==> src/dmp_pkg.sv <==
// ----------------------------------------------------------------------------
// dmp_pkg
// Shared constants, types and helpers of the depth min-pool preview block.
// ----------------------------------------------------------------------------
package dmp_pkg;

  // line store depth and input fixed-point format
  localparam int MAX_PREVIEW_WIDTH   = 1920;
  localparam int DEPTH_FRACTION_BITS = 8;

  localparam int SAMPLE_W = 32;
  localparam int MIN_W    = SAMPLE_W + 1;       // valid bit above the sample
  localparam int IDX_W    = (MAX_PREVIEW_WIDTH > 1) ? $clog2(MAX_PREVIEW_WIDTH) : 1;
  localparam int POS_W    = 12;
  localparam int FS_W     = 16;
  localparam int GRAY_W   = 8;
  localparam int CFG_W    = 16;
  localparam int CFG_IDX_W = 2;

  // scaler datapath: numerator is sample * 255, divisor is full scale << fraction
  localparam int NUM_W = SAMPLE_W + GRAY_W;
  localparam int DSH_W = FS_W + DEPTH_FRACTION_BITS + GRAY_W;
  localparam int CMP_W = (NUM_W > DSH_W) ? NUM_W : DSH_W;
  localparam int STEP_W = 4;                    // counts quotient bits 8 down to 0

  // register indexes
  localparam logic [CFG_IDX_W-1:0] REG_FRAME_WIDTH  = 2'd0;
  localparam logic [CFG_IDX_W-1:0] REG_FRAME_HEIGHT = 2'd1;
  localparam logic [CFG_IDX_W-1:0] REG_FULL_SCALE   = 2'd2;

  localparam logic [POS_W-1:0] FRAME_WIDTH_RESET  = 12'd3840;
  localparam logic [POS_W-1:0] FRAME_HEIGHT_RESET = 12'd2160;
  localparam logic [FS_W-1:0]  FULL_SCALE_RESET   = 16'd8192;

  typedef enum logic [1:0] {
    ST_IDLE,
    ST_MERGE,
    ST_SCALE,
    ST_EMIT
  } dmp_state_t;

  // request into the scaler
  typedef struct packed {
    logic [MIN_W-1:0] minimum;
    logic             frame_last;
  } scl_req_t;

  // result out of the scaler
  typedef struct packed {
    logic [GRAY_W-1:0] gray;
    logic              frame_last;
  } scl_res_t;

  // minimum of two tagged samples, an untagged one never wins
  function automatic logic [MIN_W-1:0] min33(input logic [MIN_W-1:0] a,
                                             input logic [MIN_W-1:0] b);
    logic [MIN_W-1:0] res;
    if (!a[SAMPLE_W]) begin
      res = b;
    end else if (!b[SAMPLE_W]) begin
      res = a;
    end else if ($signed(b[SAMPLE_W-1:0]) < $signed(a[SAMPLE_W-1:0])) begin
      res = b;
    end else begin
      res = a;
    end
    return res;
  endfunction

endpackage

==> src/dmp_scaler.sv <==
// ----------------------------------------------------------------------------
// dmp_scaler
// Maps a block minimum to a gray byte: floor(min * 255 / full_scale) with
// saturation, by restoring division one quotient bit per cycle.
// ----------------------------------------------------------------------------
module dmp_scaler (
  input  logic                      clk,
  input  logic                      rst,
  input  logic                      start,
  input  dmp_pkg::scl_req_t         req,
  input  logic [dmp_pkg::FS_W-1:0]  full_scale,
  output logic                      busy,
  output logic                      res_valid,
  output dmp_pkg::scl_res_t         res
);
  import dmp_pkg::*;

  logic [CMP_W-1:0]  rem;
  logic [CMP_W-1:0]  dsh;
  logic [GRAY_W:0]   quo;
  logic [STEP_W-1:0] step;
  logic              last;

  logic              positive;
  logic [CMP_W-1:0]  samp_ext;
  logic [CMP_W-1:0]  num;
  logic [FS_W-1:0]   fs_eff;
  logic [CMP_W-1:0]  div_top;
  logic              fits;

  // numerator: positive minimum times 255, zero otherwise
  assign positive = req.minimum[SAMPLE_W] && !req.minimum[SAMPLE_W-1]
                    && (req.minimum[SAMPLE_W-1:0] != '0);
  assign samp_ext = CMP_W'(req.minimum[SAMPLE_W-1:0]);
  assign num      = positive ? ((samp_ext << GRAY_W) - samp_ext) : '0;

  // divisor aligned to the saturation bit; zero full scale acts as one
  assign fs_eff  = (full_scale == '0) ? FS_W'(1) : full_scale;
  assign div_top = CMP_W'(fs_eff) << (DEPTH_FRACTION_BITS + GRAY_W);

  assign fits = rem >= dsh;

  // control
  always_ff @(posedge clk) begin
    if (rst) begin
      busy      <= 1'b0;
      res_valid <= 1'b0;
      step      <= '0;
    end else if (start) begin
      busy      <= 1'b1;
      res_valid <= 1'b0;
      step      <= STEP_W'(GRAY_W);
    end else if (busy) begin
      if (step == '0) begin
        busy      <= 1'b0;
        res_valid <= 1'b1;
      end else begin
        step <= step - STEP_W'(1);
      end
    end
  end

  // datapath, top quotient bit flags saturation
  always_ff @(posedge clk) begin
    if (start) begin
      rem  <= num;
      dsh  <= div_top;
      quo  <= '0;
      last <= req.frame_last;
    end else if (busy) begin
      if (fits) begin
        rem <= rem - dsh;
      end
      quo <= {quo[GRAY_W-1:0], fits};
      dsh <= dsh >> 1;
    end
  end

  assign res.gray       = quo[GRAY_W] ? {GRAY_W{1'b1}} : quo[GRAY_W-1:0];
  assign res.frame_last = last;

endmodule

==> config.mk <==
export PLATFORM = sky130hd
export DESIGN_NAME = dmp_scaler
export DESIGN_NICKNAME = d
export VERILOG_FILES = /design/src/dmp_pkg.sv /design/src/dmp_scaler.sv
export SDC_FILE = /design/constraint.sdc
export NUM_CORES = 1
export LEC_CHECK = 0
export BUFFER_PORTS_ARGS = -buffer_cell sky130_fd_sc_hd__buf_4
export CAP_MARGIN = 20
export CORE_MARGIN = 2
export CORE_UTILIZATION = 50
export CTS_CLUSTER_DIAMETER = 200
export CTS_CLUSTER_SIZE = 20
export DETAILED_ROUTE_END_ITERATION = 12
export GPL_TIMING_DRIVEN = 1
export PLACE_DENSITY = 0.69
export SLEW_MARGIN = 10
export SYNTH_ARGS = -nofsm -noshare
export SYNTH_HDL_FRONTEND = slang
export SYNTH_SLANG_ARGS = --single-unit
==> constraint.sdc <==
create_clock -name clk -period 9.8 [get_ports clk]
set_clock_uncertainty 0.15 [all_clocks]
set_input_delay 0.49 -clock clk [delete_from_list [all_inputs] [get_ports clk]]
set_output_delay 0.49 -clock clk [all_outputs]
set_load 0.1 [all_outputs]
==> out/results.tsv <==
metric	value	unit
outcome	finished clean	
EDFF count, synth	57	
DR WL/cell	17.0	um
DR pass1 iterations	5	
total track usage	23.6	%
critical path type	register to register	
initial antenna violation count	0	
Synth top area share	23.5	%
TritonCTS clock tree	yes	
Synth Area per Inst	8.67	sq um
WHS Endpoint	last	
Post-Syn Instances	839	
Combinational Power Share	53.4	%
VDD IR-drop max	102	uV
vias in the first global route	6053	
Num CTS Buffers	9	
hold_sp	req[0]	
Core Area	0.0144	sq mm
ys flop type	edfxtp_1	
Clk pwr share	17.9	%
Initial Utilization	50.6	%
Slew Limit Headroom	28.4	%
Setup Buffers After CTS	0	
Rows	44	
diode count	0	
top cells by count, synth	inv_1, nor2_1, a21oi_1	
max-slew violation count	0	
Async SR Flop Fraction	0	%
slowest stage cell, crit path	nand2_1	
R2R depth	14	
GPL Wtd Cong	0.898	
DR iter-0 viols	421	
vias per inst	5.92	
Routed Antenna Nets	0	
Die ar.	0.0155	sq mm
layout cell share with drive strength beyond 1	12.3	%
CP Max Fanout	23	
max incr delay on CP	620	ps
Reg-to-Reg End	rem[34]	
clock-pin slew on the worst setup and hold paths	70	ps
hold depth	1	
CP Capture Type	register	
Fillers	1341	
NumNets Final	993	
total negative slack	0	ps
post-CTS resize count	0	
Area after DPL	0.00785	sq mm
first-pass GRT wire length	30300	um
CP cell instances	inv_1, ha_1, inv_1, fa_1, a21oi_1, o21ai_0, nand4_1, o2111ai_1, a31oi_1, nor2_1, nand3b_1, nand2_1, nand2_1, buf_4	
io pins	64	
largest net degree at the start of global routing	78	
Clock Latency Late Sink	350	ps
RSZ-0062 raised after global routing	no	
pwr dens	232	mW/mm^2
largest cells by area after synthesis	edfxtp_1, ha_1, dfxtp_1	
count leader, synth	inv_1	
setup violators final	0	
clk buf depth	2	
Syn Nets	951	
Post-Syn Area	0.00727	sq mm
CTS root buf	clkbuf_16	
maximum clock frequency	261	MHz
minimum clock period	3830	ps
total wire length	18100	um
r2r setup slk	5970	ps
post-route cell area	0.00814	sq mm
crit start category	register	
Warnings, synthesis	0	
Cell Int Power	1.11	mW
max-cap viol count	0	
Port Buf Inserts	63	
Overflow after GRT	0	
via count	6330	
reg2reg start	rem[0]	
Worst Path Required	9670	ps
die height	125	um
Worst Setup SP	rem[0]	
period utilization	39.1	%
Die W	125	um
area leader, netlist	edfxtp_1	
DRC	0	
Worst EP arrival	3700	ps
Synth cell types	64	
Hold Buf Count CTS	0	
clock sinks	88	
switch share	41.3	%
DP HPWL	13900	um
H-tree Lvls	3	
#FFs+latches synth	88	
sequential area share after synthesis	32.1	%
P&R area growth vs syn	12.0	%
Final Hold Fails	0	
worst min-delay path category	input pin to register	
Reg power frac	28.8	%
Switch Pwr	0.779	mW
Lkg Pwr	3.43	nW
Worst-Margin Slew	1070	ps
==> how the worst max path moves through the flow <==
stage / depth (start not counted) / endpoint / slack, ps
2_1_floorplan: 10 / rem[0] / 6350
3_3_place_gp: 14 / rem[30] / 6060
3_5_place_dp: 14 / rem[30] / 5970
5_1_grt: 12 / rem[34] / 5570
6_report: 14 / rem[34] / 5970
4_1_cts: 14 / rem[34] / 5960
==> power by group through the flow <==
stage / clock, mW / sequential, mW / combinational (mW)
2_1_floorplan: 0 / 0.537 / 0.779
3_3_place_gp: 0 / 0.548 / 0.987
3_5_place_dp: 0 / 0.550 / 0.986
4_1_cts: 0.341 / 0.543 / 0.994
5_1_grt: 0.357 / 0.552 / 1.11
6_report: 0.337 / 0.543 / 1.01
==> kinds of logic after synthesis <==
logic type	after synthesis	share of synthesized area, %
xor gates and xnor gates	74	8.91
DFF	88	32.1
and+or+nand+nor	235	16.0
buffers and inverters	109	5.78
adders and majority gates	59	10.3
AOI/OAI and AO/OA	250	23.7
muxes	24	3.30
==> sequential cells by signal, summed over array words and instances (netlist names) <==
register	cells
last	1
busy	1
dsh	32
step	4
res_valid	1
quo	9
rem	40
==> metrics by stage <==
| step | cells | power [mW] | hold WS (ps) | setup slack (ps) | util, % |
|---|---|---|---|---|---|
| after global placement | 1054 | 1.53 | 342 | 6060 | 54.6 |
| after detailed placement | 1054 | 1.54 | 342 | 5970 | 54.6 |
| final | 1070 | 1.89 | 164 | 5970 | 56.7 |
| after CTS | 1070 | 1.88 | 157 | 5960 | 56.7 |
| after floorplan | 839 | 1.32 | 303 | 6350 | - |
| after global routing | 1070 | 2.02 | 161 | 5570 | 56.7 |
==> critical path: cells and delay by family, from the launching register on <==
kind	cells	cell delay, ps
AOI/OAI and AO/OA	4	760
and+or+nand+nor	5	1290
DFF	1	320
adders and majority gates	2	410
buffers and inverters	3	540
==> cell usage in the layout, fill, tap and decap left out, types with 4 or more instances in the layout <==
cell / instances
a21o_1: 32
a211oi_1: 4
nand2b_1: 6
nor2_1: 63
nand4_1: 24
nor4_1: 10
a21oi_2: 4
clkbuf_16: 9
or2_2: 12
xor2_1: 29
xnor2_1: 45
buf_4: 65
nand3_1: 12
mux2i_1: 24
a22o_1: 15
nor3_1: 19
nand2_1: 55
and2_1: 7
a41oi_1: 5
a21oi_1: 60
nor2b_1: 7
o21bai_1: 10
a31oi_1: 9
edfxtp_1: 57
o22ai_1: 36
dfxtp_1: 30
ha_1: 58
o31ai_1: 5
o21ai_0: 32
inv_1: 75
o21a_1: 10
or3_1: 4
==> per-layer routing <==
metal  vias up  track usage (%)  wire length, um
met5         -                0                0
met4         0             5.49              251
met3        24             3.87             1130
met2       207             37.0             7910
met1      2936             34.3             8850
li1       3163                -                -
==> cell type report <==
type                       instances  area, sq um  share of cell area (%)
tap                              184          230                    2.83
sequential                        88         2330                    28.7
multi-input combinational        642         4520                    55.5
timing repair buffer              65          488                    5.99
clock buffer                      10          239                    2.94
clock inverter                     6         51.3                   0.630
inverter                          75          282                    3.46
No activity file was read; power rests on OpenSTA's default activity.
